`config.mk`:
```
export PLATFORM = sky130hd
export DESIGN_NAME = round_robin_cooldown_tx_picker
export DESIGN_NICKNAME = d
export VERILOG_FILES = /design/src/rtl/core/rrcd_pkg.sv /design/src/rtl/core/rrcd_slot_store.sv /design/src/rtl/core/rrcd_window_eval.sv /design/src/rtl/core/round_robin_cooldown_tx_picker.sv
export SDC_FILE = /design/constraint.sdc
export NUM_CORES = 2
export LEC_CHECK = 0
export BUFFER_PORTS_ARGS = -buffer_cell sky130_fd_sc_hd__buf_2
export CORE_ASPECT_RATIO = 1.1
export CORE_MARGIN = 1.5
export CORE_UTILIZATION = 65
export CTS_CLUSTER_SIZE = 14
export DETAILED_ROUTE_END_ITERATION = 16
export PLACE_DENSITY = 0.82
export SLEW_MARGIN = 20
export SYNTH_ARGS = -nofsm -noshare
export SYNTH_HDL_FRONTEND = slang
export SYNTH_SLANG_ARGS = --single-unit
```
`constraint.sdc`:
```
create_clock -name clk_i -period 9.4 [get_ports clk_i]
set_input_delay 1.41 -clock clk_i [delete_from_list [all_inputs] [get_ports clk_i]]
set_output_delay 1.41 -clock clk_i [all_outputs]
set_load 0.005 [all_outputs]
```
`src/rtl/core/rrcd_pkg.sv`:
```
// Package for the round-robin cooldown transmit picker.
// Holds the sizes, codes and payload types used by every file of the block.
// Depends on nothing.
`default_nettype none

package rrcd_pkg;

  localparam int unsigned MAX_DEVICES  = 16;
  localparam int unsigned WINDOW_SLOTS = 16;
  localparam int unsigned SLOT_W       = $clog2(WINDOW_SLOTS);
  localparam int unsigned DEV_W        = 4;
  localparam int unsigned CNT_W        = $clog2(MAX_DEVICES + 1);

  localparam logic [31:0] NEAR_WRAP   = 32'd4000000000;
  localparam logic [31:0] WRAP_OFFSET = 32'd1000000000;

  typedef logic [1:0] cfg_idx_t;
  localparam cfg_idx_t CFG_BLINK_PERIOD   = 2'd0;
  localparam cfg_idx_t CFG_RANGE_DURATION = 2'd1;
  localparam cfg_idx_t CFG_POLL_PERIOD    = 2'd2;
  localparam cfg_idx_t CFG_ACTIVE_DEVICES = 2'd3;

  localparam logic OP_SELECT = 1'b0;
  localparam logic OP_ADD    = 1'b1;

  typedef logic [2:0] outcome_t;
  localparam outcome_t OUT_NONE     = 3'd0;
  localparam outcome_t OUT_BLINK    = 3'd1;
  localparam outcome_t OUT_SELECTED = 3'd2;
  localparam outcome_t OUT_ADDED    = 3'd3;
  localparam outcome_t OUT_FULL     = 3'd4;

  typedef struct packed {
    logic        operation;
    logic [31:0] now_ticks;
    logic [15:0] timeout_mask;
    logic [3:0]  window_device;
    logic [31:0] window_start;
    logic [31:0] window_length;
  } req_t;

  typedef struct packed {
    outcome_t   outcome;
    logic [3:0] chosen_device;
  } res_t;

  typedef struct packed {
    logic [DEV_W-1:0] device;
    logic [31:0]      start;
    logic [31:0]      length;
  } slot_t;

  typedef struct packed {
    logic expired;
    logic covered;
  } eval_t;

  typedef struct packed {
    logic              found;
    logic [SLOT_W-1:0] idx;
  } free_t;

endpackage

`default_nettype wire

```
`src/rtl/core/rrcd_slot_store.sv`:
```
// Window slot table: a memory of cooldown windows with a registered read port.
// Keeps the per-slot valid flags and finds the lowest free slot.
// Depends on rrcd_pkg.
`default_nettype none

module rrcd_slot_store (
  input  logic                          clk_i,
  input  logic                          rst_ni,
  input  logic                          wr_en_i,
  input  logic [rrcd_pkg::SLOT_W-1:0]   wr_idx_i,
  input  rrcd_pkg::slot_t               wr_slot_i,
  input  logic [rrcd_pkg::SLOT_W-1:0]   rd_idx_i,
  output rrcd_pkg::slot_t               rd_slot_o,
  input  logic                          clr_en_i,
  input  logic [rrcd_pkg::SLOT_W-1:0]   clr_idx_i,
  output logic [rrcd_pkg::WINDOW_SLOTS-1:0] valid_o,
  output rrcd_pkg::free_t               free_o
);
  import rrcd_pkg::*;

  slot_t                   mem [WINDOW_SLOTS];
  slot_t                   rd_q;
  logic [WINDOW_SLOTS-1:0] valid_q;

  always_ff @(posedge clk_i) begin
    if (wr_en_i) begin
      mem[wr_idx_i] <= wr_slot_i;
    end
    rd_q <= mem[rd_idx_i];
  end

  always_ff @(posedge clk_i or negedge rst_ni) begin
    if (!rst_ni) begin
      valid_q <= '0;
    end else begin
      if (clr_en_i) begin
        valid_q[clr_idx_i] <= 1'b0;
      end
      if (wr_en_i) begin
        valid_q[wr_idx_i] <= 1'b1;
      end
    end
  end

  // The lowest free slot wins, as the table is filled from the bottom.
  always_comb begin
    free_o = '0;
    for (int i = WINDOW_SLOTS - 1; i >= 0; i--) begin
      if (!valid_q[i]) begin
        free_o.found = 1'b1;
        free_o.idx   = SLOT_W'(i);
      end
    end
  end

  assign rd_slot_o = rd_q;
  assign valid_o   = valid_q;

endmodule

`default_nettype wire

```
`src/rtl/core/rrcd_window_eval.sv`:
```
// Shared window compare unit, used once per slot during the table scan.
// Registers the offset window bounds, then tests expiry and cover.
// Depends on rrcd_pkg.
`default_nettype none

module rrcd_window_eval (
  input  logic            clk_i,
  input  logic            load_i,
  input  rrcd_pkg::slot_t slot_i,
  input  logic [31:0]     off_i,
  input  logic [31:0]     nowo_i,
  input  logic [31:0]     t2o_i,
  output rrcd_pkg::eval_t eval_o
);
  import rrcd_pkg::*;

  logic [31:0] lo_q;
  logic [31:0] hi_q;

  // All sums wrap at 32 bits.
  always_ff @(posedge clk_i) begin
    if (load_i) begin
      lo_q <= slot_i.start + off_i;
      hi_q <= slot_i.start + slot_i.length + off_i;
    end
  end

  always_comb begin
    eval_o.expired = nowo_i > hi_q;
    eval_o.covered = ((nowo_i > lo_q) && (nowo_i < hi_q)) ||
                     ((t2o_i > lo_q) && (t2o_i < hi_q));
  end

endmodule

`default_nettype wire

```
`src/rtl/core/round_robin_cooldown_tx_picker.sv`:
```
// Round-robin transmit picker with per-device cooldown windows.
// Top level: sequencer, configuration registers and output register.
// Depends on rrcd_pkg, rrcd_slot_store and rrcd_window_eval.
//
// Usage: requests arrive on the in channel (valid/ready) as one req_t
// transfer; each produces exactly one res_t transfer on the out channel.
// Configuration registers are written through cfg_we_i/cfg_idx_i/cfg_data_i
// in a single cycle, and should only be written while the block is idle.
// An add request goes from its transfer through the add state to the
// output state. A select request goes through the set-up states PREP and
// CHK, then the slot scan (one slot a cycle through the table read port
// and the shared window compare unit), then, when it searches for a
// device, the round-robin search (one device a cycle), and last the
// output state, which loads the output register.
// The block takes one request at a time; in_ready_o is high only while it
// is idle. A result waiting in the output register does not stop the next
// request from being taken, but if the receiver stalls, the following
// result is held inside the block until the output register is free.
// Reset clears the window table's valid flags, the last blink time and
// last pick, and restores the configuration registers to their defaults.
`default_nettype none

module round_robin_cooldown_tx_picker (
  input  logic               clk_i,
  input  logic               rst_ni,
  input  logic               cfg_we_i,
  input  rrcd_pkg::cfg_idx_t cfg_idx_i,
  input  logic [31:0]        cfg_data_i,
  input  logic               in_valid_i,
  output logic               in_ready_o,
  input  rrcd_pkg::req_t     in_data_i,
  output logic               out_valid_o,
  input  logic               out_ready_i,
  output rrcd_pkg::res_t     out_data_o
);
  import rrcd_pkg::*;

  localparam logic [2:0] ST_IDLE   = 3'd0;
  localparam logic [2:0] ST_PREP   = 3'd1;
  localparam logic [2:0] ST_CHK    = 3'd2;
  localparam logic [2:0] ST_SCAN   = 3'd3;
  localparam logic [2:0] ST_SEARCH = 3'd4;
  localparam logic [2:0] ST_ADD    = 3'd5;
  localparam logic [2:0] ST_OUT    = 3'd6;

  // Control state.
  logic [2:0]             state_q, state_d;
  logic [31:0]            blink_period_q, blink_period_d;
  logic [31:0]            range_dur_q, range_dur_d;
  logic [31:0]            poll_period_q, poll_period_d;
  logic [CNT_W-1:0]       active_q, active_d;
  logic [31:0]            last_blink_q, last_blink_d;
  logic [DEV_W-1:0]       last_pick_q, last_pick_d;
  logic                   out_valid_q, out_valid_d;
  logic [SLOT_W:0]        issue_q, issue_d;
  logic                   p1_vld_q, p1_vld_d;
  logic                   p2_vld_q, p2_vld_d;
  logic [MAX_DEVICES-1:0] marked_q, marked_d;

  // Payload state.
  req_t                   req_q, req_d;
  logic [31:0]            off_q, off_d;
  logic [31:0]            nowo_q, nowo_d;
  logic [31:0]            limit_q, limit_d;
  logic [31:0]            t2o_q, t2o_d;
  logic                   blink_hit_q, blink_hit_d;
  logic                   skip_q, skip_d;
  logic [SLOT_W-1:0]      p1_idx_q, p1_idx_d;
  logic [SLOT_W-1:0]      p2_idx_q, p2_idx_d;
  logic [DEV_W-1:0]       p2_dev_q, p2_dev_d;
  logic [CNT_W-1:0]       idx_q, idx_d;
  logic [CNT_W-1:0]       k_q, k_d;
  res_t                   res_q, res_d;
  res_t                   out_data_q, out_data_d;

  // Table and compare unit connections.
  logic                    wr_en;
  slot_t                   wr_slot;
  slot_t                   rd_slot;
  logic                    clr_en;
  logic [WINDOW_SLOTS-1:0] slot_valid;
  free_t                   free;
  eval_t                   eval;

  logic [CNT_W-1:0]        n_act;
  logic [DEV_W-1:0]        idx_dev;
  logic                    dev_free;
  logic [31:0]             prep_off;
  logic [31:0]             chk_t2o;

  rrcd_slot_store u_store (
    .clk_i     (clk_i),
    .rst_ni    (rst_ni),
    .wr_en_i   (wr_en),
    .wr_idx_i  (free.idx),
    .wr_slot_i (wr_slot),
    .rd_idx_i  (issue_q[SLOT_W-1:0]),
    .rd_slot_o (rd_slot),
    .clr_en_i  (clr_en),
    .clr_idx_i (p2_idx_q),
    .valid_o   (slot_valid),
    .free_o    (free)
  );

  rrcd_window_eval u_eval (
    .clk_i  (clk_i),
    .load_i (p1_vld_q),
    .slot_i (rd_slot),
    .off_i  (off_q),
    .nowo_i (nowo_q),
    .t2o_i  (t2o_q),
    .eval_o (eval)
  );

  // A zero device count behaves as one, and counts above the device limit are
  // clipped to it.
  always_comb begin
    if (active_q == '0) begin
      n_act = CNT_W'(1);
    end else if (active_q > CNT_W'(MAX_DEVICES)) begin
      n_act = CNT_W'(MAX_DEVICES);
    end else begin
      n_act = active_q;
    end
  end

  assign idx_dev    = idx_q[DEV_W-1:0];
  assign dev_free   = !marked_q[idx_dev] && !req_q.timeout_mask[idx_dev];
  assign prep_off   = (req_q.now_ticks > NEAR_WRAP) ? WRAP_OFFSET : 32'd0;
  assign chk_t2o    = nowo_q + range_dur_q;
  assign in_ready_o = (state_q == ST_IDLE);

  always_comb begin
    state_d        = state_q;
    blink_period_d = blink_period_q;
    range_dur_d    = range_dur_q;
    poll_period_d  = poll_period_q;
    active_d       = active_q;
    last_blink_d   = last_blink_q;
    last_pick_d    = last_pick_q;
    out_valid_d    = out_valid_q;
    issue_d        = issue_q;
    marked_d       = marked_q;
    req_d          = req_q;
    off_d          = off_q;
    nowo_d         = nowo_q;
    limit_d        = limit_q;
    t2o_d          = t2o_q;
    blink_hit_d    = blink_hit_q;
    skip_d         = skip_q;
    idx_d          = idx_q;
    k_d            = k_q;
    res_d          = res_q;
    out_data_d     = out_data_q;
    wr_en          = 1'b0;
    wr_slot        = '0;
    clr_en         = 1'b0;

    // The scan pipeline: address issue, then table data, then compare.
    p1_vld_d = (state_q == ST_SCAN) && (issue_q < (SLOT_W + 1)'(WINDOW_SLOTS));
    p1_idx_d = issue_q[SLOT_W-1:0];
    p2_vld_d = p1_vld_q;
    p2_idx_d = p1_idx_q;
    p2_dev_d = rd_slot.device;

    if (cfg_we_i) begin
      unique case (cfg_idx_i)
        CFG_BLINK_PERIOD:   blink_period_d = cfg_data_i;
        CFG_RANGE_DURATION: range_dur_d    = cfg_data_i;
        CFG_POLL_PERIOD:    poll_period_d  = cfg_data_i;
        CFG_ACTIVE_DEVICES: active_d       = cfg_data_i[CNT_W-1:0];
        default: ;
      endcase
    end

    if (out_ready_i) begin
      out_valid_d = 1'b0;
    end

    unique case (state_q)
      ST_IDLE: begin
        if (in_valid_i) begin
          req_d   = in_data_i;
          state_d = (in_data_i.operation == OP_ADD) ? ST_ADD : ST_PREP;
        end
      end
      ST_PREP: begin
        off_d   = prep_off;
        nowo_d  = req_q.now_ticks + prep_off;
        limit_d = last_blink_q + blink_period_q + prep_off;
        state_d = ST_CHK;
      end
      ST_CHK: begin
        t2o_d       = chk_t2o;
        blink_hit_d = nowo_q > limit_q;
        skip_d      = chk_t2o > limit_q;
        issue_d     = '0;
        marked_d    = '0;
        idx_d       = CNT_W'(last_pick_q) + CNT_W'(1);
        state_d     = ST_SCAN;
      end
      ST_SCAN: begin
        if (issue_q < (SLOT_W + 1)'(WINDOW_SLOTS)) begin
          issue_d = issue_q + (SLOT_W + 1)'(1);
        end
        // The start index is brought below the device count by repeated
        // subtraction while the scan runs; the scan is long enough for it.
        if (idx_q >= n_act) begin
          idx_d = idx_q - n_act;
        end
        if (p2_vld_q && slot_valid[p2_idx_q]) begin
          if (eval.expired) begin
            clr_en = 1'b1;
          end else if ((CNT_W'(p2_dev_q) < n_act) && eval.covered) begin
            marked_d[p2_dev_q] = 1'b1;
          end
        end
        if ((issue_q == (SLOT_W + 1)'(WINDOW_SLOTS)) && !p1_vld_q && !p2_vld_q) begin
          res_d = '0;
          k_d   = '0;
          if (blink_hit_q) begin
            last_blink_d  = req_q.now_ticks;
            res_d.outcome = OUT_BLINK;
            state_d       = ST_OUT;
          end else if (skip_q) begin
            res_d.outcome = OUT_NONE;
            state_d       = ST_OUT;
          end else begin
            state_d = ST_SEARCH;
          end
        end
      end
      ST_SEARCH: begin
        if (dev_free) begin
          last_pick_d          = idx_dev;
          // With the table full the pick still stands, without a window.
          wr_en                = free.found;
          wr_slot.device       = idx_dev;
          wr_slot.start        = req_q.now_ticks;
          wr_slot.length       = poll_period_q;
          res_d.outcome        = OUT_SELECTED;
          res_d.chosen_device  = idx_dev;
          state_d              = ST_OUT;
        end else if (k_q == n_act - CNT_W'(1)) begin
          res_d.outcome = OUT_NONE;
          state_d       = ST_OUT;
        end else begin
          k_d   = k_q + CNT_W'(1);
          idx_d = (idx_q + CNT_W'(1) == n_act) ? '0 : idx_q + CNT_W'(1);
        end
      end
      ST_ADD: begin
        wr_en          = free.found;
        wr_slot.device = req_q.window_device;
        wr_slot.start  = req_q.window_start;
        wr_slot.length = req_q.window_length;
        res_d          = '0;
        res_d.outcome  = free.found ? OUT_ADDED : OUT_FULL;
        state_d        = ST_OUT;
      end
      ST_OUT: begin
        if (!out_valid_q || out_ready_i) begin
          out_data_d  = res_q;
          out_valid_d = 1'b1;
          state_d     = ST_IDLE;
        end
      end
      default: begin
        state_d = ST_IDLE;
      end
    endcase
  end

  always_ff @(posedge clk_i or negedge rst_ni) begin
    if (!rst_ni) begin
      state_q        <= ST_IDLE;
      blink_period_q <= 32'd1000;
      range_dur_q    <= 32'd10;
      poll_period_q  <= 32'd20;
      active_q       <= CNT_W'(1);
      last_blink_q   <= '0;
      last_pick_q    <= '0;
      out_valid_q    <= 1'b0;
      issue_q        <= '0;
      p1_vld_q       <= 1'b0;
      p2_vld_q       <= 1'b0;
      marked_q       <= '0;
    end else begin
      state_q        <= state_d;
      blink_period_q <= blink_period_d;
      range_dur_q    <= range_dur_d;
      poll_period_q  <= poll_period_d;
      active_q       <= active_d;
      last_blink_q   <= last_blink_d;
      last_pick_q    <= last_pick_d;
      out_valid_q    <= out_valid_d;
      issue_q        <= issue_d;
      p1_vld_q       <= p1_vld_d;
      p2_vld_q       <= p2_vld_d;
      marked_q       <= marked_d;
    end
  end

  always_ff @(posedge clk_i) begin
    req_q       <= req_d;
    off_q       <= off_d;
    nowo_q      <= nowo_d;
    limit_q     <= limit_d;
    t2o_q       <= t2o_d;
    blink_hit_q <= blink_hit_d;
    skip_q      <= skip_d;
    p1_idx_q    <= p1_idx_d;
    p2_idx_q    <= p2_idx_d;
    p2_dev_q    <= p2_dev_d;
    idx_q       <= idx_d;
    k_q         <= k_d;
    res_q       <= res_d;
    out_data_q  <= out_data_d;
  end

  assign out_valid_o = out_valid_q;
  assign out_data_o  = out_data_q;

endmodule

`default_nettype wire

```
=== Yosys cells after proc, flatten, opt, wreduce, memory -nomap -nowiden ===
Memory sizes are Yosys's and may differ from the RTL's. A register that Yosys moved wholly into a read port is not among the register bits.
Index checks and enable logic that the tools add are counted.

* Register bits after elaboration: 526
* Bits in writable memories: 1088
* Input bits: 156
* Output and inout bits: 9
* Word-level logic and storage cells: 212
* Memories kept: 1

{| class="wikitable"
|+ Memory list
! memory !! depth !! bits a word !! read ports !! clocked after Yosys merged registers in !! write ports !! line !! RTL
|-
| u_store.mem || 16 || 68 || 1 || 1 || 1 || rrcd_slot_store.sv:21 || <nowiki>slot_t mem [WINDOW_SLOTS];</nowiki>
|}

* Add/sub/neg operators: 13
* Magnitude comparators: 19
* Equality and inequality tests: 24
* Mux-type cells: 76
* Bitwise operators: 4
* Reductions and logical operators: 40

{| class="wikitable"
|+ Operators with widths
! operator !! number
|-
| $add A32 B32 Y32 || 5
|-
| $gt A32 B32 Y1 || 5
|-
| $pmux W68 S2 || 1
|-
| $mux W5 || 26
|-
| $mux W16 || 5
|-
| $mux W68 || 1
|-
| $add A32 B30 Y32 || 2
|-
| $lt A32 B32 Y1 || 2
|-
| $gt A32 B32 Y1 const B || 1
|-
| $or A16 B16 Y16 || 2
|-
| $pmux W16 S2 || 1
|-
| $mux W30 || 1
|-
| $mux W3 || 9
|-
| $pmux W3 S7 || 1
|-
| $pmux W7 S3 || 1
|-
| $lt A4 B5 Y1 const B || 4
|-
| $pmux W5 S2 || 2
|-
| $and A16 B16 Y16 || 1
|-
| $mux W1 || 16
|-
| $not A16 Y16 || 1
|-
| $reduce_and A2 Y1 || 8
|-
| $reduce_and A4 Y1 || 4
|-
| $add A5 B1 Y5 const B || 3
|-
| $pmux W5 S3 || 1
|-
| other kinds (33) || 73
|}

=== Longest topological paths before layout ===
* Depth in word-level cells: 22
* Mapped depth: 22
* Gate-level depth less buffers: 22

=== Cells and area by module ===
Synthesis repeated with hierarchy kept, for this count alone.

* Cells, all modules: 4401
* Area total of the unflattened synthesis: 72899.9 um^2

{| class="wikitable"
|+ By module, submodules not included
! module !! times used !! cells each !! area each (um^2) !! seq. area each (um^2)
|-
| rrcd_slot_store || 1 || 1839 || 42774.8 || 34433.0
|-
| round_robin_cooldown_tx_picker || 1 || 1684 || 21568.2 || 11534.8
|-
| rrcd_window_eval || 1 || 878 || 8557.0 || 1921.8
|}

=== Least setup slack after synthesis ===
OpenSTA, ideal clock, no wires.

* Path kind: reg-to-reg
* Start point: register state_q[0]
* End point: register limit_q[0] (enable)
* Setup time: 0.581 ns
* Data arrival time: 5.570 ns
* Data required time: 8.819 ns
* Path slack: 3.248 ns
* Cell stages (with the launch flop): 4
* Path buffers: 2
* Clock period less this slack: 6.152 ns
* Path through: dfrtp_1 clkbuf_1 clkbuf_1 nor3b_1

* Longest elaborated chain between the ends: 1

{| class="wikitable"
|+ RTL lines
! element !! line !! RTL
|-
| start: declaration || round_robin_cooldown_tx_picker.sv:47 || <nowiki>logic [2:0] state_q, state_d;</nowiki>
|-
| start signal: assignment || round_robin_cooldown_tx_picker.sv:289 || <nowiki>state_q <= state_d;</nowiki>
|-
| $eq A3 B1 Y1 || round_robin_cooldown_tx_picker.sv:180 || <nowiki>unique case (state_q)</nowiki>
|-
| end signal: assignment || round_robin_cooldown_tx_picker.sv:308 || <nowiki>limit_q <= limit_d;</nowiki>
|-
| end: declaration || round_robin_cooldown_tx_picker.sv:64 || <nowiki>logic [31:0] limit_q, limit_d;</nowiki>
|}

Every way passes these cells.
A chain may end at the register's enable or synchronous reset.

=== Worst setup path after layout ===
* Start point: register req_q[86] in the netlist's numbering
* End point: register nowo_q[31] (data pin)

* Longest elaborated chain between the ends: 3

{| class="wikitable"
|+ RTL lines
! element !! line !! RTL
|-
| start: declaration || round_robin_cooldown_tx_picker.sv:61 || <nowiki>req_t req_q, req_d;</nowiki>
|-
| start signal: assignment || round_robin_cooldown_tx_picker.sv:305 || <nowiki>req_q <= req_d;</nowiki>
|-
| $gt A32 B32 Y1 || round_robin_cooldown_tx_picker.sv:129 || <nowiki>assign prep_off = (req_q.now_ticks > NEAR_WRAP) ? WRAP_OFFSET : 32'd0;</nowiki>
|-
| $mux W30 || round_robin_cooldown_tx_picker.sv:129 ||
|-
| named net prep_off[11] || round_robin_cooldown_tx_picker.sv:88 || <nowiki>logic [31:0] prep_off;</nowiki>
|-
| $add A32 B30 Y32 || round_robin_cooldown_tx_picker.sv:189 || <nowiki>nowo_d = req_q.now_ticks + prep_off;</nowiki>
|-
| end signal: assignment || round_robin_cooldown_tx_picker.sv:307 || <nowiki>nowo_q <= nowo_d;</nowiki>
|-
| end: declaration || round_robin_cooldown_tx_picker.sv:63 || <nowiki>logic [31:0] nowo_q, nowo_d;</nowiki>
|}

The timed path passes the listed nets, and every way through them passes these cells.

==> flow_summary.toml <==
[outcome]
status = "finished, final reports clean"

[pwr]
clkPwrFrac_pct = 25.3
vdd_ir_drop_max_mv = 0.194
intPower_mw = 16.6
pwr-share-comb_pct = 32.6
power.density_nw_per_um2 = 316
p_sw_mw = 8.42
seqPwrFrac_pct = 42.1
p_leak_nw = 29.1
switching_share_pct = 33.7

[place]
portBuffers = 164
dp.cells = 5569
gp_congestion = 0.978
dp_hpwl_um = 116000
placed_area_um2 = 74200

[grt]
grt.total_usage_pct = 35.0
grt_max_degree = 74
grt_pass1_vias = 41135
grt_pass1_wl_um = 279000
grt_antenna_before_repair = 13
grt_overflow = 0

[synth]
async_reset_ff_share_pct = 10.9
syn-num-nets = 4607
synth_top_cell_by_area = "edfxtp_1"
ys.flop_type = "edfxtp_1"
synthCells = 4061
synth_area_um2 = 71400
syn_area_per_cell_um2 = 17.6
synth_cell_types = 82
synth_area_leaders = "edfxtp_1 58%, mux4_2 11%, ha_1 6.3%"
synth-seq-cells = 1651
ys.warnings.count = 0
synth_top_area_share_pct = 58.5
synth_enable_flop_cells = 1391
yosysMostFrequentCell = "edfxtp_1"
synth_commonest_cells = "1391 x edfxtp_1, 360 x ha_1, 346 x mux4_2, 169 x dfrtp_1, 154 x inv_1"
yosysSeqAreaShare_pct = 67.0

[min_path]
min_to = "p2_dev_q[3]"
hp-start = "u_store.rd_slot_o[67]"
min_path_type = "flop to flop"
hold_path_depth = 0

[sta]
whs_ns = 0.325
slew_viol_final = 0
fin_skew_ns = 0.0355
hold_viol = 0
finalSetupViolCount = 0
min_period_ns = 5.95
timing.fmax_mhz = 168
worst_pin_slew_ns = 1.18
max_slew_margin_pct = 20.9
post-route-period-util_pct = 63.3
grt_setup_unrepaired = "no"
tns_ns = 0

[clock_network]
clock_sinks = 1651
worstSkewPairLatency_ns = 0.79
clk_pin_slew_ns = 0.06
cts_tree = "built"
cts_made_buffers = 157
cts_setup_buffers = 0
cts.htree.levels = 4
hold_buffers = 0
cts_resized = 0
cts_buffer_depth = 3
cts_root_buf = "clkbuf_16"

[worst_setup_path]
crit_arrival_ns = 6.47
crit_required_ns = 9.92
path_class = "flop to flop"
reg2reg_depth = 22
r2r_slack_ns = 3.45
crit_path_start_kind = "flop"
r2r-start = "req_q[86]"
reg2reg_to = "nowo_q[31]"
cp_max_fo = 21
crit_path_end_kind = "flop"

[floorplan]
dieArea_um2 = 112000
core_region_area_um2 = 109000
io_pins = 165
die_x_um = 319
die_h_um = 351
num_rows = 127
initial_core_util_pct = 65.5

[layout]
drive_above_1_share_pct = 22.4
layout.nets = 4855
area_delta_synth_final_pct = 11.0
fin_cells = 5866
final_area_um2 = 79300

[route]
drtIter0Drc = 6401
wl_met1_um = 70700
vias = 40935
avgViaCountPerCell = 6.98
ant_nets = 0
route.top_layer_used = "met5"
met3_length_um = 21500
dr.pass1.iters = 6
drc_errors = 0
routed_wl_um = 193000
wl_per_cell_um = 33.0
dr_wl_met2_um = 93200

[flow_run]
cap_violations = 0
## routing by layer
layer  vias to the layer above  track usage, %
li1                      16731               -
met3                       415            6.87
met1                     20998            47.7
met4                         4            14.8
met2                      2787            56.0
met5                         -               0
## how the worst max path moves through the flow
stage | from | end | slack (ns) | cells after the start
6_report | req_q[86] | nowo_q[31] | 3.45 | 22
5_1_grt | req_q[86] | nowo_q[31] | 3.07 | 22
4_1_cts | req_q[86] | limit_q[30] | 3.44 | 19
3_5_place_dp | req_q[86] | limit_q[30] | 3.46 | 19
3_3_place_gp | req_q[87] | limit_q[28] | 3.51 | 19
2_1_floorplan | state_q[0] | limit_q[0] | 3.25 | 3
## worst max-delay path, stage by stage (launching register included)
cell and delay (ns):
edfxtp_1 0.45, nor4_1 0.64, nand4_1 0.24, a41o_1 0.32, a21oi_1 0.16, nor2_1 0.05
nor3_1 0.16, nor2_1 0.09, o2111ai_1 0.19, buf_4 0.22, inv_1 0.49, ha_1 0.44
ha_1 0.21, a21oi_1 0.16, o21bai_1 0.13, a21oi_1 0.23, o21bai_1 0.14, a31o_2 0.26
a21oi_1 0.41, o31ai_1 0.19, o21a_1 0.20, o21ai_0 0.20, xnor2_1 0.08
## power by group through the flow
stage | logic, mW | clock network (mW) | registers (mW)
2_1_floorplan | 5.93 | 0 | 10.1
3_3_place_gp | 7.63 | 0 | 10.6
3_5_place_dp | 7.87 | 0 | 10.6
4_1_cts | 8.07 | 6.38 | 10.5
5_1_grt | 8.83 | 6.65 | 10.6
6_report | 8.16 | 6.34 | 10.5
## cells by family after synthesis
group | share of synthesized area, %
AND/OR/NAND/NOR | 3.35
multiplexers | 13.0
AO/OA/AOI/OAI | 6.15
buffers and inverters | 1.53
flip-flops | 67.0
XOR/XNOR | 1.81
adder cells (fa/ha/maj) | 7.15
## per-stage QoR
stage               setup slack, ns  util [%]  total power, mW
floorplan                      3.25         -             16.1
global placement               3.51      68.0             18.2
detailed placement             3.46      68.0             18.5
CTS                            3.44      72.7             25.0
global route                   3.07      72.7             26.1
finish                         3.45      72.7             25.0
## layout by cell type, fill, tap and decap left out, types with 51 or more instances in the layout
cell / netlist / routed
a21o_1: 133 / 133
a21oi_1: 147 / 147
a22o_1: 69 / 69
buf_2: 6 / 163
buf_4: 0 / 58
clkbuf_1: 96 / 53
clkbuf_16: 0 / 158
dfrtp_1: 169 / 164
dfxtp_1: 80 / 80
edfxtp_1: 1391 / 1391
ha_1: 360 / 360
inv_1: 154 / 154
mux2_2: 130 / 130
mux4_2: 346 / 346
nand2_1: 97 / 97
nand4_1: 51 / 51
nor2_1: 109 / 93
o21ai_0: 102 / 102
xnor2_1: 99 / 99
## final cells by class
| type | count | area (µm²) |
|---|---|---|
| Antenna cell | 5 | 12.5 |
| Clock buffer | 226 | 4350 |
| Clock inverter | 66 | 732 |
| Fill cell | 6113 | 29700 |
| Inverter | 154 | 578 |
| Multi-Input combinational cell | 2121 | 22600 |
| Sequential cell | 1651 | 47900 |
| Tap cell | 1419 | 1780 |
| Timing Repair Buffer | 224 | 1310 |
## sequential cells by signal, indices dropped and copies added, names as in the netlist, 7 cells and up
| name | count |
|---|---|
| u_store.rd_slot_o | 68 |
| nowo_q | 32 |
| range_dur_q | 32 |
| marked_q | 16 |
| u_store.mem | 1088 |
| t2o_q | 32 |
| u_eval.lo_q | 32 |
| blink_period_q | 32 |
| res_q | 7 |
| out_data_o | 7 |
| last_blink_q | 32 |
| u_eval.hi_q | 32 |
| u_store.valid_o | 16 |
| req_q | 116 |
| limit_q | 32 |
| poll_period_q | 32 |
Power figures use the tool's default switching activity.
